===== src/hdl/ctpd_pkg.sv =====
// ----------------------------------------------------------------------------
// ctpd_pkg
// types, widths, codes and the quarter-sine table of the move controller
// ----------------------------------------------------------------------------
`default_nettype none

package ctpd_pkg;

	localparam int TICKS_PER_SECOND = 500;
	localparam int PHASE_BITS       = 10;

	// pi in q28 times the tick rate, divided by twice the duration per move
	localparam longint unsigned RATE_NUM = 64'd843314857 * 64'(TICKS_PER_SECOND);
	localparam int RATE_W = $clog2(RATE_NUM + 64'd1);

	localparam int DIV_W   = (RATE_W > 16 + PHASE_BITS) ? RATE_W : 16 + PHASE_BITS;
	localparam int DEN_W   = 17;
	localparam int CHUNK_W = 16;
	localparam int NCH     = (((RATE_W > 32) ? RATE_W : 32) + CHUNK_W - 1) / CHUNK_W;
	localparam int B_W     = NCH * CHUNK_W;
	localparam int MA_W    = 34;
	localparam int ACC_W   = MA_W + B_W;
	localparam int PROD_W  = MA_W + CHUNK_W + 1;

	localparam logic [PHASE_BITS:0] PH_HALF = (PHASE_BITS + 1)'(1) << (PHASE_BITS - 1);
	localparam logic [PHASE_BITS:0] PH_FULL = (PHASE_BITS + 1)'(1) << PHASE_BITS;

	localparam logic [16:0] ELAPSED_MAX = 17'h1ffff;

	localparam logic [1:0] MODE_TICK  = 2'd0;
	localparam logic [1:0] MODE_START = 2'd1;
	localparam logic [1:0] MODE_STOP  = 2'd2;

	localparam logic [2:0] REG_KP1 = 3'd0;
	localparam logic [2:0] REG_KP2 = 3'd1;
	localparam logic [2:0] REG_KP3 = 3'd2;
	localparam logic [2:0] REG_KD1 = 3'd3;
	localparam logic [2:0] REG_KD2 = 3'd4;
	localparam logic [2:0] REG_KD3 = 3'd5;
	localparam logic [2:0] REG_DUR = 3'd6;

	localparam logic [16:0] QSIN [33] = '{
		17'd0,     17'd3216,  17'd6424,  17'd9616,  17'd12785, 17'd15924, 17'd19024,
		17'd22078, 17'd25080, 17'd28020, 17'd30893, 17'd33692, 17'd36410, 17'd39040,
		17'd41575, 17'd44011, 17'd46341, 17'd48559, 17'd50660, 17'd52639, 17'd54491,
		17'd56212, 17'd57798, 17'd59244, 17'd60547, 17'd61705, 17'd62714, 17'd63572,
		17'd64277, 17'd64827, 17'd65220, 17'd65457, 17'd65536
	};

	typedef struct packed {
		logic [1:0]         mode;
		logic signed [31:0] pos_joint1;
		logic signed [31:0] pos_joint2;
		logic signed [31:0] pos_joint3;
		logic signed [31:0] vel_joint1;
		logic signed [31:0] vel_joint2;
		logic signed [31:0] vel_joint3;
		logic signed [31:0] goal_joint1;
		logic signed [31:0] goal_joint2;
		logic signed [31:0] goal_joint3;
	} cmd_t;

	typedef struct packed {
		logic signed [31:0] effort_joint1;
		logic signed [31:0] effort_joint2;
		logic signed [31:0] effort_joint3;
		logic signed [31:0] ref_pos_joint1;
		logic signed [31:0] ref_pos_joint2;
		logic signed [31:0] ref_pos_joint3;
		logic signed [31:0] ref_vel_joint1;
		logic signed [31:0] ref_vel_joint2;
		logic signed [31:0] ref_vel_joint3;
		logic               moving;
	} res_t;

	typedef struct packed {
		logic                   start;
		logic signed [MA_W-1:0] a;
		logic [B_W-1:0]         b;
	} mac_req_t;

	typedef struct packed {
		logic                    done;
		logic signed [ACC_W-1:0] acc;
	} mac_sts_t;

	typedef struct packed {
		logic             start;
		logic [DIV_W-1:0] num;
		logic [DEN_W-1:0] den;
	} div_req_t;

	typedef struct packed {
		logic             done;
		logic [DIV_W-1:0] quo;
	} div_sts_t;

	// q16 sine over a quarter turn, linear between table points, floored
	function automatic logic [16:0] qlookup(input logic [PHASE_BITS-1:0] u);
		logic [13:0] v;
		logic [5:0]  idx;
		logic [7:0]  fr;
		logic [16:0] lo;
		logic [16:0] hi;
		logic [19:0] d;
		v   = 14'(u) << (14 - PHASE_BITS);
		idx = v[13:8];
		fr  = v[7:0];
		if (idx >= 6'd32) begin
			return 17'd65536;
		end else begin
			lo = QSIN[idx];
			hi = QSIN[idx + 6'd1];
			d  = 20'(hi - lo) * 20'(fr);
			return lo + 17'(d >> 8);
		end
	endfunction

	function automatic logic signed [31:0] sat32(input logic signed [ACC_W-1:0] v);
		if (v > $signed({{(ACC_W-32){1'b0}}, 32'h7fffffff})) begin
			return 32'sh7fffffff;
		end else if (v < $signed({{(ACC_W-32){1'b1}}, 32'h80000000})) begin
			return 32'sh80000000;
		end else begin
			return v[31:0];
		end
	endfunction

endpackage

`default_nettype wire


===== src/hdl/ctpd_mac.sv =====
// ----------------------------------------------------------------------------
// ctpd_mac
// shared signed by unsigned multiplier, one 16-bit chunk of b per cycle
// ----------------------------------------------------------------------------
`default_nettype none

module ctpd_mac import ctpd_pkg::*; (
	input  wire logic     clk,
	input  wire logic     arst_n,
	input  wire mac_req_t req,
	output mac_sts_t      sts
);

	localparam int CNT_W = $clog2(NCH + 1);

	logic                     busy_q;
	logic                     done_q;
	logic [CNT_W-1:0]         cnt_q;
	logic signed [MA_W-1:0]   a_q;
	logic [B_W-1:0]           b_q;
	logic signed [ACC_W-1:0]  acc_q;
	logic signed [PROD_W-1:0] prod;

	assign prod = a_q * $signed({1'b0, b_q[B_W-1 -: CHUNK_W]});

	always_ff @(posedge clk or negedge arst_n) begin
		if (!arst_n) begin
			busy_q <= 1'b0;
			done_q <= 1'b0;
			cnt_q  <= '0;
		end else begin
			done_q <= busy_q && (cnt_q == CNT_W'(1));
			if (req.start) begin
				busy_q <= 1'b1;
				cnt_q  <= CNT_W'(NCH);
			end else if (busy_q) begin
				cnt_q <= cnt_q - CNT_W'(1);
				if (cnt_q == CNT_W'(1)) busy_q <= 1'b0;
			end
		end
	end

	// horner over chunks, most significant chunk first
	always_ff @(posedge clk) begin
		if (req.start) begin
			a_q   <= req.a;
			b_q   <= req.b;
			acc_q <= '0;
		end else if (busy_q) begin
			acc_q <= (acc_q <<< CHUNK_W) + ACC_W'(prod);
			b_q   <= b_q << CHUNK_W;
		end
	end

	assign sts.done = done_q;
	assign sts.acc  = acc_q;

endmodule

`default_nettype wire


===== config.mk =====
export PLATFORM = sky130hd
export DESIGN_NAME = ctpd_mac
export DESIGN_NICKNAME = d
export VERILOG_FILES = /design/src/hdl/ctpd_pkg.sv /design/src/hdl/ctpd_mac.sv
export SDC_FILE = /design/constraint.sdc
export NUM_CORES = 2
export LEC_CHECK = 0
export BUFFER_PORTS_ARGS = -buffer_cell sky130_fd_sc_hd__buf_2
export CAP_MARGIN = 20
export CORE_UTILIZATION = 45
export CTS_BUF_LIST = sky130_fd_sc_hd__clkbuf_8
export CTS_CLUSTER_SIZE = 24
export DETAILED_ROUTE_END_ITERATION = 16
export GPL_TIMING_DRIVEN = 0
export PLACE_DENSITY = 0.73
export SLEW_MARGIN = 0
export SYNTH_ARGS = -nofsm -noshare
export SYNTH_HDL_FRONTEND = slang
export SYNTH_SLANG_ARGS = --single-unit

===== constraint.sdc =====
create_clock -name clk -period 7.96 [get_ports clk]
set_input_delay 0.398 -clock clk [delete_from_list [all_inputs] [get_ports clk]]
set_output_delay 0.398 -clock clk [all_outputs]
set_load 0.01 [all_outputs]

After elaboration in Yosys (flattened, before gate mapping)
Index checks and enable logic that the tools add are counted.
{"block": "totals", "reg_bits": 168, "out_inout_bits": 83, "word_cells": 19}
{"block": "classes", "add_sub_neg": 2, "n_mul": 1, "n_eq_ne": 1, "muxes": 7, "n_reduce_logical": 2}
{"operator": "2-to-1 mux 48 bit", "n": 2}
{"operator": "adder 82 x 51 -> 82 bit", "n": 1}
{"operator": "multiplier 34 x 17 -> 51 bit", "n": 1}
{"operator": "2-to-1 mux 2 bit", "n": 2}
{"operator": "2-to-1 mux 1 bit", "n": 3}
{"operator": "equality test 2 x 1 -> 1 bit (second input constant)", "n": 1}
{"operator": "nonzero test 2 bit", "n": 1}
{"operator": "subtractor 2 x 1 -> 2 bit (second input constant)", "n": 1}
{"operator": "logical AND 1 bit", "n": 1}

Depth between registers and ports, before layout
{"block": "depth", "depth_word": 4, "ltp_mapped": 27, "mapped_depth_nobuf": 25}

Worst setup path before layout
No wires, ideal clock.
{"block": "synth_timing", "kind": "reg-to-reg", "start": "register a_q[33]", "end": "register acc_q[77]", "arrival_time_ns": 7.771, "slack_ns": 0.067, "path_stages_with_launch": 25, "path_buffers": 2, "cell_sequence": "edfxtp_1 clkbuf_1 nand2_1 fa_1 inv_1 fa_1 inv_1 fa_1 inv_1 fa_1 inv_1 fa_1 inv_1 ha_1 clkbuf_1 and2_1 and3_1 a221oi_1 o21a_1 o21a_1 o21ai_0 a21oi_1 o31ai_1 a21oi_1 a221o_1"}
{"block": "synth_between", "elab_chain_cells": 2}
{"item": "start: declaration", "line": "ctpd_mac.sv:19", "rtl": "logic signed [MA_W-1:0] a_q;"}
{"item": "start signal: assignment", "line": "ctpd_mac.sv:46", "rtl": "a_q <= req.a;"}
{"item": "multiplier 34 x 17 -> 51 bit", "line": "ctpd_mac.sv:24", "rtl": "assign prod = a_q * $signed({1'b0, b_q[B_W-1 -: CHUNK_W]});"}
{"item": "adder 82 x 51 -> 82 bit", "line": "ctpd_mac.sv:50", "rtl": "acc_q <= (acc_q <<< CHUNK_W) + ACC_W'(prod);"}
{"item": "end signal: assignment", "line": "ctpd_mac.sv:50"}
{"item": "end: declaration", "line": "ctpd_mac.sv:21", "rtl": "logic signed [ACC_W-1:0] acc_q;"}
Every way passes these cells.
A chain may end at the register's enable or synchronous reset.

Worst setup path after layout
{"block": "layout_timing", "start": "register b_q[37]", "end": "register acc_q[75]"}
{"block": "layout_between", "elab_chain_cells": 2}
{"item": "start: declaration", "line": "ctpd_mac.sv:20", "rtl": "logic [B_W-1:0] b_q;"}
{"item": "start signal: assignment", "line": "ctpd_mac.sv:47", "rtl": "b_q <= req.b;"}
{"item": "start signal: assignment", "line": "ctpd_mac.sv:51", "rtl": "b_q <= b_q << CHUNK_W;"}
{"item": "multiplier 34 x 17 -> 51 bit", "line": "ctpd_mac.sv:24"}
{"item": "adder 82 x 51 -> 82 bit", "line": "ctpd_mac.sv:50"}
Every way passes these cells.

==> flow_summary.toml <==
[timing]
setup_violations = 0
hold_viol_final = 0
finClkSkew_ns = 0.0350
tightest_slew_ns = 0.959
max_freq_mhz = 129
period_share_pct = 97.5
min_period_ns = 7.76
slew_violations = 0
max_slew_margin_pct = 36.0
setup-tns-final_ns = 0

[clock_tree]
tritoncts = "done"
clock_latency_ns = 0.58
path_clk_slew_ns = 0.12
cts_root_buf = "clkbuf_8"
cts-buffers-inserted = 17
cts.sinks = 168
h-tree-depth = 4
cts.path.max_buffers = 2

[drt]
dr_wl_met3_microns = 8840
first_iter_violations = 1867
firstDrtPassIters = 7
num_vias = 24900
wl_met2_microns = 45400
wire_per_inst_microns = 20.5
ant_nets = 0
drc = 0
met1_length_microns = 38400
routed_wirelength_microns = 97900
vias_per_cell = 5.21
top_layer = "met5"

[synthesis]
synth_ff_type = "edfxtp_1"
synthMuxAreaShare_pct = 2.26
syn_area_per_cell_sq_um = 9.22
syn_inst = 3560
synth_compound_area_share_pct = 6.46
synthesis.area_sq_um = 32800
async_flop_share_pct = 2.38
synthesis.nets = 4533
synth_edf_count = 82
synth_xor_area_share_pct = 2.03
yosys_warnings = 0
synth_fa_ha_area_share_pct = 50.3
yosysSeqAreaShare_pct = 12.8
synth_simple_gate_area_share_pct = 12.7
synth_cell_type_count = 75
synth_top_family_by_area = "adder cells"
ys_seq_elements = 168

[critical_path]
worstReg2RegStart = "b_q[37]$_DFFE_PP_"
crit_fanout = 12
crit_type = "reg2reg"
cp.buffers_inverters = 8
critPathCaptureType = "register"
slowest_stage = "fa_2"
cp-start-kind = "register"
worstPathArrival_ns = 8.21
critPathRequiredTime_ns = 8.41
critical_path.top_delay_family = "adder cells"
crit_start = "b_q[37]$_DFFE_PP_"
slowest_delay_ns = 0.69

[die]
die_w_microns = 272
io_pins = 168
core_area_sq_um = 71900
die_y_microns = 272
die-area_sq_um = 74100
start_util_pct = 45.7
core.rowCount = 98

[cells_and_area]
fill_cells = 6628
layout-drive-gt1-share_pct = 9.05
layout.nets = 4774
area_growth_syn_to_layout_pct = 9.90

[grt]
grt_pass1_wl_microns = 155000
track_usage_pct = 28.0
antenna_found_initial = 3
grt_remaining_overflow = 0
grt_max_degree = 48
grt_pass1_vias = 26400

[worst_hold_path]
hold_path_class = "in2reg"
hold_path.startpoint = "req[73]"

[placed_design]
gp_congestion = 1.02
port_buffers = 167
hpwl_microns = 81400

[outcome]
outcome = "finished clean"

[job]
drv_cap = 0
-- stage by stage --
| step | hold slack (ns) | cell area [sq um] | utilization, % | worst slack [ns] | std cells |
|---|---|---|---|---|---|
| floorplan | 0.102 | 32800 | - | 0.0669 | 3560 |
| global placement | 0.210 | 34900 | 48.5 | -2.26 | 4677 |
| detailed placement | 0.216 | 35000 | 48.7 | -1.60 | 4681 |
| CTS | 0.000907 | 35900 | 49.9 | 0.00428 | 4757 |
| global route | 0.00542 | 36100 | 50.2 | -0.0375 | 4765 |
| finish | 0.0213 | 36100 | 50.2 | 0.201 | 4767 |
-- final cells by class --
cell class,instances,area (sq um),share of cell area (%)
Tap cell,950,1190,3.29
Multi-Input combinational cell,2217,24300,67.3
Buffer,137,578,1.60
Sequential cell,168,4200,11.7
Inverter,1023,3850,10.7
Clock buffer,17,234,0.648
Timing Repair Buffer,237,1550,4.29
Clock inverter,15,193,0.534
Antenna cell,3,7.51,0.0208
-- what timing repair did --
action,in CTS,in global routing
gates cloned,0,0
endpoints found under the hold margin,32,0
hold buffers,29,0
buffers inserted,21,16
gates resized for setup,23,61
pin swaps,2,2
setup endpoints to repair,40,24
-- registers in the layout, indices dropped and copies added, names as in the netlist --
signal  flops
done_q      1
cnt_q       2
b_q        48
a_q        34
acc_q      82
busy_q      1
-- synth_stat cells (all sizes together) (16+ instances only) --
cell	count	area share [%]
ha	169	6.4
xnor2	45	1.2
edfxtp	82	7.5
fa	719	44
nor2	85	0.97
xor2	31	0.83
o21a	16	0.37
a21o	44	1.0
mux2i	38	1.2
mux2	32	1.1
inv	1021	12
nor3	21	0.32
clkbuf	140	1.6
and2	273	5.2
dfxtp	82	5.0
a21oi	105	1.6
o21ai	63	0.97
nand2	376	4.3
nand4	32	0.61
o22ai	18	0.34
-- cells in the final DEF, fill, tap and decap left out, drive strengths merged, types with 4 or more instances in the layout --
| master | n |
|---|---|
| o22ai | 18 |
| a31oi | 8 |
| mux2 | 32 |
| inv | 1027 |
| nand3b | 4 |
| xor2 | 31 |
| nand2 | 376 |
| dfxtp | 82 |
| and3 | 12 |
| dlygate4sd3 | 29 |
| a21o | 44 |
| nor2 | 85 |
| ha | 169 |
| clkbuf | 141 |
| o211ai | 6 |
| nand4 | 32 |
| mux2i | 38 |
| xnor2 | 45 |
| a21oi | 105 |
| o21a | 16 |
| and2 | 273 |
| nand2b | 7 |
| nor2b | 7 |
| buf | 221 |
| a21boi | 4 |
| or3 | 4 |
| fa | 719 |
| clkinv | 7 |
| nor3 | 21 |
| edfxtp | 82 |
| o31ai | 10 |
| o21ai | 63 |
| o21bai | 10 |
| nand3 | 15 |
| dfrtp | 4 |
| a211oi | 9 |
-- metal layers --
layer | GRT usage, % | up-vias
li1 | - | 11000
met1 | 36.1 | 12600
met5 | 0 | -
met2 | 44.8 | 1018
met4 | 13.5 | 2
met3 | 6.14 | 207
-- path summary, 6_finish.rpt --
check	end	slack, ns	cells after the start
max	acc_q[75]$_SDFFE_PP0P_	0.20	26
min	a_q[25]$_DFFE_PP_	0.02	1
max reg2reg	acc_q[75]$_SDFFE_PP0P_	0.20	26
min reg2reg	acc_q[80]$_SDFFE_PP0P_	0.46	2
max in group asynchronous	cnt_q[0]$_DFFE_PN0P_	7.58	2
min in group asynchronous	cnt_q[1]$_DFFE_PN0P_	0.24	2
-- cell families (layout without fill, tap and decap cells) --
group | count (synthesis) | after routing
buffers and inverters | 1175 | 1429
XOR/XNOR | 76 | 76
adder cells (fa/ha/maj) | 888 | 888
AO/OA/AOI/OAI | 330 | 330
multiplexers | 70 | 70
AND/OR/NAND/NOR | 853 | 853
flip-flops | 168 | 168
other | 0 | 3
-- worst reg2reg max path: stages (launching register included) --
cell and delay (ns):
edfxtp_1 0.53, buf_2 0.38, nand2_1 0.20, fa_1 0.58
fa_2 0.70, fa_2 0.54, fa_2 0.63, clkinvlp_4 0.14
buf_16 0.17, fa_1 0.50, inv_1 0.05, fa_1 0.48
inv_1 0.05, ha_1 0.26, clkbuf_1 0.27, nand4_1 0.28
or3_1 0.45, nor3_2 0.20, nand2_1 0.08, nor2_1 0.08
a222oi_1 0.09, buf_4 0.18, buf_4 0.15, o21a_1 0.21
o21bai_1 0.18, xnor2_1 0.14, o21ai_0 0.09
Power is not shown: default switching activity piles up to over one toggle a cycle in this logic, so the estimate is an artifact.
