**src/hdl/ctpd_pkg.sv**
```systemverilog
// ----------------------------------------------------------------------------
// ctpd_pkg
// types, widths, codes and the quarter-sine table of the move controller
// ----------------------------------------------------------------------------
`default_nettype none

package ctpd_pkg;

	localparam int TICKS_PER_SECOND = 500;
	localparam int PHASE_BITS       = 10;

	// pi in q28 times the tick rate, divided by twice the duration per move
	localparam longint unsigned RATE_NUM = 64'd843314857 * 64'(TICKS_PER_SECOND);
	localparam int RATE_W = $clog2(RATE_NUM + 64'd1);

	localparam int DIV_W   = (RATE_W > 16 + PHASE_BITS) ? RATE_W : 16 + PHASE_BITS;
	localparam int DEN_W   = 17;
	localparam int CHUNK_W = 16;
	localparam int NCH     = (((RATE_W > 32) ? RATE_W : 32) + CHUNK_W - 1) / CHUNK_W;
	localparam int B_W     = NCH * CHUNK_W;
	localparam int MA_W    = 34;
	localparam int ACC_W   = MA_W + B_W;
	localparam int PROD_W  = MA_W + CHUNK_W + 1;

	localparam logic [PHASE_BITS:0] PH_HALF = (PHASE_BITS + 1)'(1) << (PHASE_BITS - 1);
	localparam logic [PHASE_BITS:0] PH_FULL = (PHASE_BITS + 1)'(1) << PHASE_BITS;

	localparam logic [16:0] ELAPSED_MAX = 17'h1ffff;

	localparam logic [1:0] MODE_TICK  = 2'd0;
	localparam logic [1:0] MODE_START = 2'd1;
	localparam logic [1:0] MODE_STOP  = 2'd2;

	localparam logic [2:0] REG_KP1 = 3'd0;
	localparam logic [2:0] REG_KP2 = 3'd1;
	localparam logic [2:0] REG_KP3 = 3'd2;
	localparam logic [2:0] REG_KD1 = 3'd3;
	localparam logic [2:0] REG_KD2 = 3'd4;
	localparam logic [2:0] REG_KD3 = 3'd5;
	localparam logic [2:0] REG_DUR = 3'd6;

	localparam logic [16:0] QSIN [33] = '{
		17'd0,     17'd3216,  17'd6424,  17'd9616,  17'd12785, 17'd15924, 17'd19024,
		17'd22078, 17'd25080, 17'd28020, 17'd30893, 17'd33692, 17'd36410, 17'd39040,
		17'd41575, 17'd44011, 17'd46341, 17'd48559, 17'd50660, 17'd52639, 17'd54491,
		17'd56212, 17'd57798, 17'd59244, 17'd60547, 17'd61705, 17'd62714, 17'd63572,
		17'd64277, 17'd64827, 17'd65220, 17'd65457, 17'd65536
	};

	typedef struct packed {
		logic [1:0]         mode;
		logic signed [31:0] pos_joint1;
		logic signed [31:0] pos_joint2;
		logic signed [31:0] pos_joint3;
		logic signed [31:0] vel_joint1;
		logic signed [31:0] vel_joint2;
		logic signed [31:0] vel_joint3;
		logic signed [31:0] goal_joint1;
		logic signed [31:0] goal_joint2;
		logic signed [31:0] goal_joint3;
	} cmd_t;

	typedef struct packed {
		logic signed [31:0] effort_joint1;
		logic signed [31:0] effort_joint2;
		logic signed [31:0] effort_joint3;
		logic signed [31:0] ref_pos_joint1;
		logic signed [31:0] ref_pos_joint2;
		logic signed [31:0] ref_pos_joint3;
		logic signed [31:0] ref_vel_joint1;
		logic signed [31:0] ref_vel_joint2;
		logic signed [31:0] ref_vel_joint3;
		logic               moving;
	} res_t;

	typedef struct packed {
		logic                   start;
		logic signed [MA_W-1:0] a;
		logic [B_W-1:0]         b;
	} mac_req_t;

	typedef struct packed {
		logic                    done;
		logic signed [ACC_W-1:0] acc;
	} mac_sts_t;

	typedef struct packed {
		logic             start;
		logic [DIV_W-1:0] num;
		logic [DEN_W-1:0] den;
	} div_req_t;

	typedef struct packed {
		logic             done;
		logic [DIV_W-1:0] quo;
	} div_sts_t;

	// q16 sine over a quarter turn, linear between table points, floored
	function automatic logic [16:0] qlookup(input logic [PHASE_BITS-1:0] u);
		logic [13:0] v;
		logic [5:0]  idx;
		logic [7:0]  fr;
		logic [16:0] lo;
		logic [16:0] hi;
		logic [19:0] d;
		v   = 14'(u) << (14 - PHASE_BITS);
		idx = v[13:8];
		fr  = v[7:0];
		if (idx >= 6'd32) begin
			return 17'd65536;
		end else begin
			lo = QSIN[idx];
			hi = QSIN[idx + 6'd1];
			d  = 20'(hi - lo) * 20'(fr);
			return lo + 17'(d >> 8);
		end
	endfunction

	function automatic logic signed [31:0] sat32(input logic signed [ACC_W-1:0] v);
		if (v > $signed({{(ACC_W-32){1'b0}}, 32'h7fffffff})) begin
			return 32'sh7fffffff;
		end else if (v < $signed({{(ACC_W-32){1'b1}}, 32'h80000000})) begin
			return 32'sh80000000;
		end else begin
			return v[31:0];
		end
	endfunction

endpackage

`default_nettype wire

```
**src/hdl/ctpd_div.sv**
```systemverilog
// ----------------------------------------------------------------------------
// ctpd_div
// restoring divider, one quotient bit per cycle
// ----------------------------------------------------------------------------
`default_nettype none

module ctpd_div import ctpd_pkg::*; (
	input  wire logic     clk,
	input  wire logic     arst_n,
	input  wire div_req_t req,
	output div_sts_t      sts
);

	localparam int CNT_W = $clog2(DIV_W + 1);

	logic             busy_q;
	logic             done_q;
	logic [CNT_W-1:0] cnt_q;
	logic [DIV_W-1:0] num_q;
	logic [DEN_W-1:0] den_q;
	logic [DEN_W-1:0] rem_q;
	logic [DEN_W+1:0] trial;

	assign trial = {1'b0, rem_q, num_q[DIV_W-1]} - {2'b00, den_q};

	always_ff @(posedge clk or negedge arst_n) begin
		if (!arst_n) begin
			busy_q <= 1'b0;
			done_q <= 1'b0;
			cnt_q  <= '0;
		end else begin
			done_q <= busy_q && (cnt_q == CNT_W'(1));
			if (req.start) begin
				busy_q <= 1'b1;
				cnt_q  <= CNT_W'(DIV_W);
			end else if (busy_q) begin
				cnt_q <= cnt_q - CNT_W'(1);
				if (cnt_q == CNT_W'(1)) busy_q <= 1'b0;
			end
		end
	end

	always_ff @(posedge clk) begin
		if (req.start) begin
			num_q <= req.num;
			den_q <= req.den;
			rem_q <= '0;
		end else if (busy_q) begin
			// remainder always stays below the divisor
			if (!trial[DEN_W+1]) begin
				rem_q <= trial[DEN_W-1:0];
				num_q <= {num_q[DIV_W-2:0], 1'b1};
			end else begin
				rem_q <= {rem_q[DEN_W-2:0], num_q[DIV_W-1]};
				num_q <= {num_q[DIV_W-2:0], 1'b0};
			end
		end
	end

	assign sts.done = done_q;
	assign sts.quo  = num_q;

endmodule

`default_nettype wire

```
**config.mk**
```make
export PLATFORM = sky130hd
export DESIGN_NAME = ctpd_div
export DESIGN_NICKNAME = d
export VERILOG_FILES = /design/src/hdl/ctpd_pkg.sv /design/src/hdl/ctpd_div.sv
export SDC_FILE = /design/constraint.sdc
export NUM_CORES = 1
export LEC_CHECK = 0
export BUFFER_PORTS_ARGS = -buffer_cell sky130_fd_sc_hd__buf_2
export CAP_MARGIN = 20
export CELL_PAD_IN_SITES_DETAIL_PLACEMENT = 1
export CELL_PAD_IN_SITES_GLOBAL_PLACEMENT = 2
export CORE_ASPECT_RATIO = 1.5
export CORE_UTILIZATION = 37
export CTS_CLUSTER_SIZE = 28
export DETAILED_ROUTE_END_ITERATION = 7
export PLACE_DENSITY_LB_ADDON = 0.1
export SLEW_MARGIN = 25
export SYNTH_ARGS = -nofsm -noshare
export SYNTH_HDL_FRONTEND = slang
export SYNTH_SLANG_ARGS = --single-unit
```
**constraint.sdc**
```tcl
create_clock -name clk -period 5.05 [get_ports clk]
set_clock_uncertainty 0.1 [all_clocks]
set_input_delay 0.2525 -clock clk [delete_from_list [all_inputs] [get_ports clk]]
set_output_delay 0.2525 -clock clk [all_outputs]
set_load 0.1 [all_outputs]
```
Yosys cells after proc, flatten, opt, wreduce, memory -nomap -nowiden
Index checks and enable logic that the tools add are counted.
- register bits: 81
- input bits: 59
- output and inout port bits: 40
- $add $sub $neg: 2
- eq/ne operators: 1
- muxes and demuxes: 9
- reductions and logical operators: 2
- operators with widths (kind ; count):
    $mux W39 ; 2
    $sub A18 B17 Y19 ; 1
    $mux W17 ; 1
    $mux W6 ; 2
    $eq A6 B1 Y1 const B ; 1
    $sub A6 B1 Y6 const B ; 1
    $mux W1 ; 4
    $reduce_bool A2 Y1 ; 1
    $logic_and A1 B1 Y1 ; 1

Logic depth before layout (Yosys ltp)
Gate-level depths: netlist of run 1.
- depth after elaboration: 4
- mapped depth: 11
- mapped depth without buffers: 10

Worst setup path before layout of run 1
Ideal clock, no wire load.
- path kind: register to register
- start: register num_q[38]
- end: register num_q[0], data pin
- arrival time: 2732 ps
- data required time: 4690 ps
- setup slack: 1958 ps
- cell stages (with the launch flop): 11
- clock period less this slack: 3092 ps
- cells stage by stage: edfxtp_1 > inv_1 > ha_1 > inv_1 > fa_1 > a21o_1 > a221o_1 > a22oi_2 > a21oi_2 > buf_6 > mux2_2
- cells in the longest elaborated chain, start to end: 4
- ends and longest elaborated chain (item ; RTL line ; RTL):
    start, declared ; ctpd_div.sv:19 ; logic [DIV_W-1:0] num_q;
    start signal, assigned ; ctpd_div.sv:45 ; num_q <= req.num;
    start signal, assigned ; ctpd_div.sv:52 ; num_q <= {num_q[DIV_W-2:0], 1'b1};
    start signal, assigned ; ctpd_div.sv:55 ; num_q <= {num_q[DIV_W-2:0], 1'b0};
    $sub A18 B17 Y19 ; ctpd_div.sv:24 ; assign trial = {1'b0, rem_q, num_q[DIV_W-1]} - {2'b00, den_q};
    $mux W1 ; ctpd_div.sv:50 ; if (!trial[DEN_W+1]) begin
    $mux W39 ; ctpd_div.sv:48 ; end else if (busy_q) begin
    $mux W39 ; ctpd_div.sv:44 ; if (req.start) begin
No other way between the ends. The select of a mux whose other input is x is not followed.
A chain may end at the register's enable or synchronous reset.

Final worst setup path of run 1
- start: register num_q[38]
- end: register rem_q[12]
- cells in the longest elaborated chain, start to end: 2
- ends and longest elaborated chain (item ; RTL line ; RTL):
    $sub A18 B17 Y19 ; ctpd_div.sv:24 ;
    $mux W17 ; ctpd_div.sv:50 ;
    end signal, assigned ; ctpd_div.sv:51 ; rem_q <= trial[DEN_W-1:0];
    end signal, assigned ; ctpd_div.sv:54 ; rem_q <= {rem_q[DEN_W-2:0], num_q[DIV_W-1]};
    end, declared ; ctpd_div.sv:21 ; logic [DEN_W-1:0] rem_q;
No other way between the ends.

==> run_results.csv, run 1 <==
group,metric,value,unit
synth,ys_seq_area_frac,0.525,
synth,synth_compound_area_frac,0.129,
synth,yosys.area_share.simple,0.102,
setup_path,critPathCaptureType,"flop",
synth,synthAdderAreaFrac,0.0609,
placed_design,place_congestion,0.751,
sta,slew_violations,0,
cells_and_area,fin_area,5370,um^2
sta,finalCritPeriodShare,0.549,
route,vias,3218,
sta,clock.fmax,361,MHz
synth,synth_seq_cells,81,
sta,min_period,2770,ps
pwr,power_density,369,nW/um^2
floorplan,die_area,11900,um^2
synth,synth_xor_area_frac,0.0352,
cells_and_area,syn_to_final_growth,26.8,%
route,ant_nets,0,
pwr,ir_worst_vdd,187,uV
setup_path,cp_max_fo,4,
setup_path,reg2reg_slack,2280,ps
setup_path,worstPathArrival,2910,ps
synth,synth_cells,368,
route,drcViolationCount,0,
setup_path,critPathKind,"flop to flop",
route,dr.first_iter.drc_count,65,
floorplan,coreArea,11100,um^2
setup_path,timing.rr.start,"num_q[38]",
route,wl,10400,um
placed_design,dp_hpwl,7280,um
setup_path,endpoint,"rem_q[12]",
cells_and_area,fin_util,0.483,
outcome,outcome,"complete, no violations",
clock_network,clkSinkCount,81,
sta,fin_setup_tns,0,ps
floorplan,num_rows,47,
route,drt-pass1-iter-count,4,
cells_and_area,antenna_cells,0,
floorplan,initial_utilization,0.381,
grt,globalRouteOverflowTotal,0,
synth,synth_edf_count,56,
pwr,finalPower,1.98,mW
clock_network,cts_root_buf,"clkbuf_16",
cells_and_area,drive_gt1_frac,0.280,
clock_network,cts_buffer_depth,2,
synth,yosys-mux-area-fraction,0.104,
setup_path,startpoint,"num_q[38]",
floorplan,chipWidth,89.4,um
setup_path,required,5180,ps
sta,rsz0062_at_grt,"false",
clock_network,post_cts_resized,0,
hold_path,min_path_type,"input pin to flop",
clock_network,cts_buffers,9,
grt,track_usage,0.194,
synth,yosysWarnings,0,
sta,finalSetupViolCount,0,
synth,syn-cell-area,4240,um^2
clock_network,cts_setup_buffers,0,
synth,synthFlopType,"edfxtp_1",
route,routed_via_density,5.09,
floorplan,ios,99,
setup_path,reg2reg_to,"rem_q[12]",
placed_design,placed_cell_area,4840,um^2
synth,synth_top_family_by_area,"compound AO/OA/AOI/OAI gates",
grt,grt_first_pass_wirelength,17300,um
grt,grt_max_degree,41,
clock_network,clk_pin_slew,60,ps
sta,final_hold_viol_count,0,
hold_path,min_delay_path_depth,2,
clock_network,cts_htree_levels,3,
synth,async_reset_ff_frac,0.0988,
synth,post_synth.cell_area_avg,11.5,um^2
placed_design,io_buffers,98,
grt,antenna_found_initial,0,
grt,grt_pass1_vias,3607,
setup_path,r2r_cells,10,
pwr,leakage,2.32,nW
floorplan,fp.dieH,133,um
synth,synth_fp_nets,447,
synth,synth_cell_types,53,
sta,worstMarginPinSlew,925,ps
route,post_drt_wl_per_cell,16.5,um
setup_path,startpoint_type,"flop",
clock_network,tritoncts,"yes",
cells_and_area,nets,559,
sta,timing.slew.headroom,0.383,
clock_network,insertion_delay,340,ps
flow_run,max-cap-violations,0,
[report_power, final]
| group | total, mW | leakage, nW | switching [mW] | internal [mW] |
|---|---|---|---|---|
| logic | 0.422 | 1.35 | 0.325 | 0.0976 |
| clock network | 0.772 | 0.163 | 0.286 | 0.486 |
| registers | 0.786 | 0.809 | 0.0225 | 0.763 |
[per-stage QoR]
| step | hold slack [ps] | setup slack [ps] | cells |
|---|---|---|---|
| CTS | 87.4 | 2160 | 632 |
| detailed placement | 9.92 | 2160 | 598 |
| global placement | 11.9 | 2300 | 598 |
| global route | 88.5 | 2170 | 632 |
| floorplan | -143 | 1960 | 368 |
| finish | 91.3 | 2280 | 632 |
[Yosys cell counts (3+ instances only)]
master / n / area share
nand3_1: 5 / 0.0059
a31oi_1: 6 / 0.0089
edfxtp_1: 56 / 0.40
a21o_1: 6 / 0.011
a21oi_1: 18 / 0.021
mux2_2: 4 / 0.011
nand2_1: 39 / 0.035
xor2_1: 6 / 0.012
clkbuf_1: 12 / 0.011
dfxtp_1: 17 / 0.080
xnor2_1: 11 / 0.023
nor4_1: 3 / 0.0044
a311oi_2: 6 / 0.021
o21ai_1: 4 / 0.0047
mux2_1: 35 / 0.093
nor2_1: 31 / 0.027
dfrtp_1: 8 / 0.047
o21ai_0: 10 / 0.012
and3_1: 6 / 0.0089
ha_1: 19 / 0.056
inv_1: 23 / 0.020
o31ai_1: 4 / 0.0071
[flip-flops by register name (all words and copies together), names as in the netlist]
signal  count
busy_q      1
den_q      17
rem_q      17
done_q      1
num_q      39
cnt_q       6
[cells by family (layout without fill, tap and decap cells)]
kind of cell | count (synthesis) | in the layout
compound gates | 72 | 72
xor+xnor | 17 | 17
fa+ha+maj | 20 | 20
buf+inv | 43 | 160
flops | 81 | 81
mux | 39 | 39
simple gates | 96 | 96
[worst min-delay path by stage]
| stage | start | endpoint | slack, ps |
|---|---|---|---|
| 6_report | req[48] | num_q[31] | 90 |
| 5_1_grt | req[30] | num_q[13] | 90 |
| 4_1_cts | req[43] | num_q[26] | 90 |
| 3_5_place_dp | arst_n | done_q | 10 |
| 3_3_place_gp | arst_n | done_q | 10 |
| 2_1_floorplan | arst_n | busy_q | -140 |
[placed cells by master, fill, tap and decap left out, types with 11 or more instances in the layout]
cell	n
buf_2	98
edfxtp_1	56
nand2_1	39
mux2_1	35
nor2_1	31
inv_1	23
ha_1	19
a21oi_1	18
dlygate4sd3_1	18
dfxtp_1	17
xnor2_1	11
[area by class of cell]
class | instances | area [um^2]
inverters | 25 | 93.8
flip-flops and latches | 81 | 2220
multi-input cells | 244 | 1830
repair buffers | 119 | 693
clock inverters | 6 | 115
fillers | 1221 | 5740
clock buffers | 10 | 229
well taps | 147 | 184
[critical path: stages, from the launching register on]
cell	delay, ps
edfxtp_1	420
inv_1	80
ha_1	160
inv_1	60
fa_1	400
a21o_1	210
a221oi_2	420
o21bai_1	200
a31oi_1	290
xnor2_1	110
a31o_1	220
[timing repair]
item,4_1_cts,5_1_grt
endpoints found under the hold margin,25,0
setup endpoints to repair,0,0
hold buffers,18,0
[metal layers]
metal | vias up | track usage | part of all wire
met2 | 76 | 0.347 | 0.53
li1 | 1561 | - | -
met4 | 0 | 0.0556 | 0.015
met5 | - | 0 | 0
met3 | 10 | 0.0580 | 0.049
met1 | 1571 | 0.215 | 0.41
No activity file was read; power rests on OpenSTA's default activity.
==> inputs of run 2 (changes only) <==
ABC_AREA = 1   (was not set)
CORE_UTILIZATION = 28   (was 37)
clock period = 2.3 ns   (was 5.05 ns; I/O delays follow)
==> run 2 against run 1 <==
Compared with the run above:
- highest routed layer unchanged
- utilization decreased by 9.4 points
- sequential cell count unchanged
- synthesized area grew 8.3%
- critical path depth grew 4
- worst hold slack got worse by 52 ps
- global-route usage fell by 2.1 points
==> run_results.csv, run 2 <==
group,metric,value,unit
outcome,outcome,"complete, no violations",
grt,antenna_found_initial,0,
sta,worstMarginPinSlew,595,ps
flow_run,max-cap-violations,0,
cells_and_area,top_regs,"num_q x39, den_q x17, rem_q x17",
sta,timing.slew.headroom,0.603,
synth,synthTopCellsByArea,"edfxtp_1, nand2_1, dfxtp_1",
setup_path,startpoint_type,"flop",
route,routed_via_density,4.48,
synth,ys_seq_area_frac,0.484,
synth,async_reset_ff_frac,0.0988,
placed_design,io_buffers,98,
setup_path,startpoint,"num_q[38]",
placed_design,place_congestion,0.779,
setup_path,worstPathArrival,2270,ps
setup_path,critical_path_depth,14,
setup_path,cpMaxStageDelayCell,"fa_2",
synth,syn-cell-area,4590,um^2
placed_design,dp_hpwl,10100,um
clock_network,cts_buffer_depth,2,
sta,min_period,2140,ps
cells_and_area,nets,812,
clock_network,tritoncts,"yes",
route,drt-pass1-iter-count,4,
synth,synth_fp_nets,650,
grt,grt_pass1_vias,4512,
synth,synth_edf_count,56,
setup_path,critPathKind,"flop to flop",
synth,synth_seq_cells,81,
grt,globalRouteOverflowTotal,0,
setup_path,reg2reg_to,"rem_q[16]",
route,dr.first_iter.drc_count,120,
floorplan,chipWidth,107,um
synth,yosysMostFrequentCell,"nand2_1",
clock_network,cts_root_buf,"clkbuf_16",
sta,finalSetupViolCount,0,
sta,hold-worst-slack,39.5,ps
setup_path,reg2reg_slack,160,ps
clock_network,cts_buffers,9,
cells_and_area,largest_register,"num_q",
sta,slew_violations,0,
synth,synth_cells,571,
setup_path,critPathCaptureType,"flop",
setup_path,r2r_cells,14,
synth,synth_top_area_frac,0.367,
setup_path,cp_top_family,"simple AND/OR/NAND/NOR gates",
synth,synth_top_area_cell,"edfxtp_1",
setup_path,timing.rr.start,"num_q[38]",
cells_and_area,drive_gt1_frac,0.214,
setup_path,required,2430,ps
clock_network,clk_pin_slew,70,ps
sta,finalCritPeriodShare,0.929,
setup_path,critPathBufInv,2,
synth,synthFlopType,"edfxtp_1",
sta,clock.fmax,468,MHz
route,wl,13600,um
setup_path,slowest_delay,390,ps
grt,track_usage,0.173,
clock_network,insertion_delay,340,ps
setup_path,timing.critical_path.mode_cell,"nand2_1",
floorplan,num_rows,57,
route,ant_nets,0,
cells_and_area,largest_reg_flops,39,
floorplan,ios,99,
grt,grt_max_degree,49,
route,drcViolationCount,0,
synth,post_synth.cell_area_avg,8.04,um^2
clock_network,clkSinkCount,81,
cells_and_area,antenna_cells,0,
setup_path,cp_max_fo,4,
route,vias,4226,
sta,final_hold_viol_count,0,
floorplan,fp.dieH,159,um
cells_and_area,layout.cells.non_filler,944,
route,post_drt_wl_per_cell,14.4,um
grt,grt_first_pass_wirelength,22700,um
clock_network,cts_htree_levels,3,
synth,synth_cell_types,36,
synth,synth_commonest_cells,"nand2_1, inv_1, edfxtp_1, nand3_1, nor2_1",
floorplan,coreArea,16100,um^2
synth,yosysWarnings,0,
sta,rsz0062_at_grt,"true",
hold_path,min_path_type,"input pin to asynchronous set/reset pin",
cells_and_area,ff_latch_area,2220,um^2
placed_design,dp.cells,872,
clock_network,cts_setup_buffers,0,
pwr,ir_worst_vdd,436,uV
cells_and_area,n_fill_cell,2001,
pwr,leakage,3.23,nW
pwr,power_density,1000,nW/um^2
cells_and_area,layout_common_cells,"nand2_1, buf_2, inv_1",
cells_and_area,syn_to_final_growth,36.7,%
floorplan,die_area,16900,um^2
cells_and_area,multi_input_area,1980,um^2
setup_path,path_cells,"inv_1 -> ha_1 -> inv_2 -> fa_2 -> nand3_2 -> nand3_4 -> nand2_1 -> nand2_1 -> nand2_1 -> nand2_1 -> nand2_1 -> nand3_1 -> nand2_1 -> nand2_1",
floorplan,initial_utilization,0.285,
cells_and_area,layout_commonest_cell,"nand2_1",
-- run 2: worst max-delay path by stage --
stage	end	slack, ps
after global routing	rem_q[14]	-20
after global placement	rem_q[16]	70
after CTS	rem_q[16]	50
after detailed placement	rem_q[16]	60
after floorplan	rem_q[3]	-170
final	rem_q[16]	160
-- run 2: logic make-up (layout without fill, tap and decap cells) --
group / count (synthesis) / after routing / share of synthesized area
and+or+nand+nor: 337 / 337 / 0.318
buffers and inverters: 95 / 262 / 0.0916
xor gates and xnor gates: 7 / 7 / 0.0134
adders and majority gates: 20 / 20 / 0.0562
DFF: 81 / 81 / 0.484
AOI/OAI and AO/OA: 31 / 31 / 0.0363
-- run 2: per-stage QoR --
stage	setup slack (ps)	TNS [ps]	area, um^2	total power [mW]	utilization
after floorplan	-165	-2260	4600	3.91	-
after global placement	71.6	0	5330	4.52	0.331
after detailed placement	63.6	0	5330	4.54	0.331
after CTS	54.6	0	6240	6.34	0.387
after global routing	-21.6	-21.6	6270	6.72	0.389
final	163	0	6270	6.27	0.389
-- run 2: what timing repair did --
| action | CTS | global route |
|---|---|---|
| gates resized for setup | 0 | 6 |
| hold endpoints to repair | 63 | 0 |
| hold buffers | 56 | 0 |
| endpoints found under the setup margin | 0 | 12 |
-- run 2: metal layers --
layer  share of wire  up-vias  GRT usage
li1                -     2136          -
met3           0.048       18     0.0390
met4           0.029        0     0.0735
met5               0        -          0
met2            0.53       89      0.317
met1            0.39     1983      0.187
-- run 2: worst reg2reg max path: cells and delay by family, from the launching register on --
family        cells  cell delay [ps]
fa+ha+maj         2              550
simple gates     10              880
flops             1              370
buf+inv           2              150
-- run 2: report_power, final --
part	leakage, nW	internal, mW	switching (mW)
Sequential	0.825	1.78	0.132
Combinational	2.24	0.881	1.79
Clock	0.169	1.07	0.615
-- run 2: area by class of cell --
class / instances / share of cell area
sequential: 81 / 0.354
multi-input combinational: 395 / 0.316
timing repair buffer: 168 / 0.187
inverter: 78 / 0.0467
tap: 206 / 0.0411
clock buffer: 10 / 0.0365
clock inverter: 6 / 0.0184
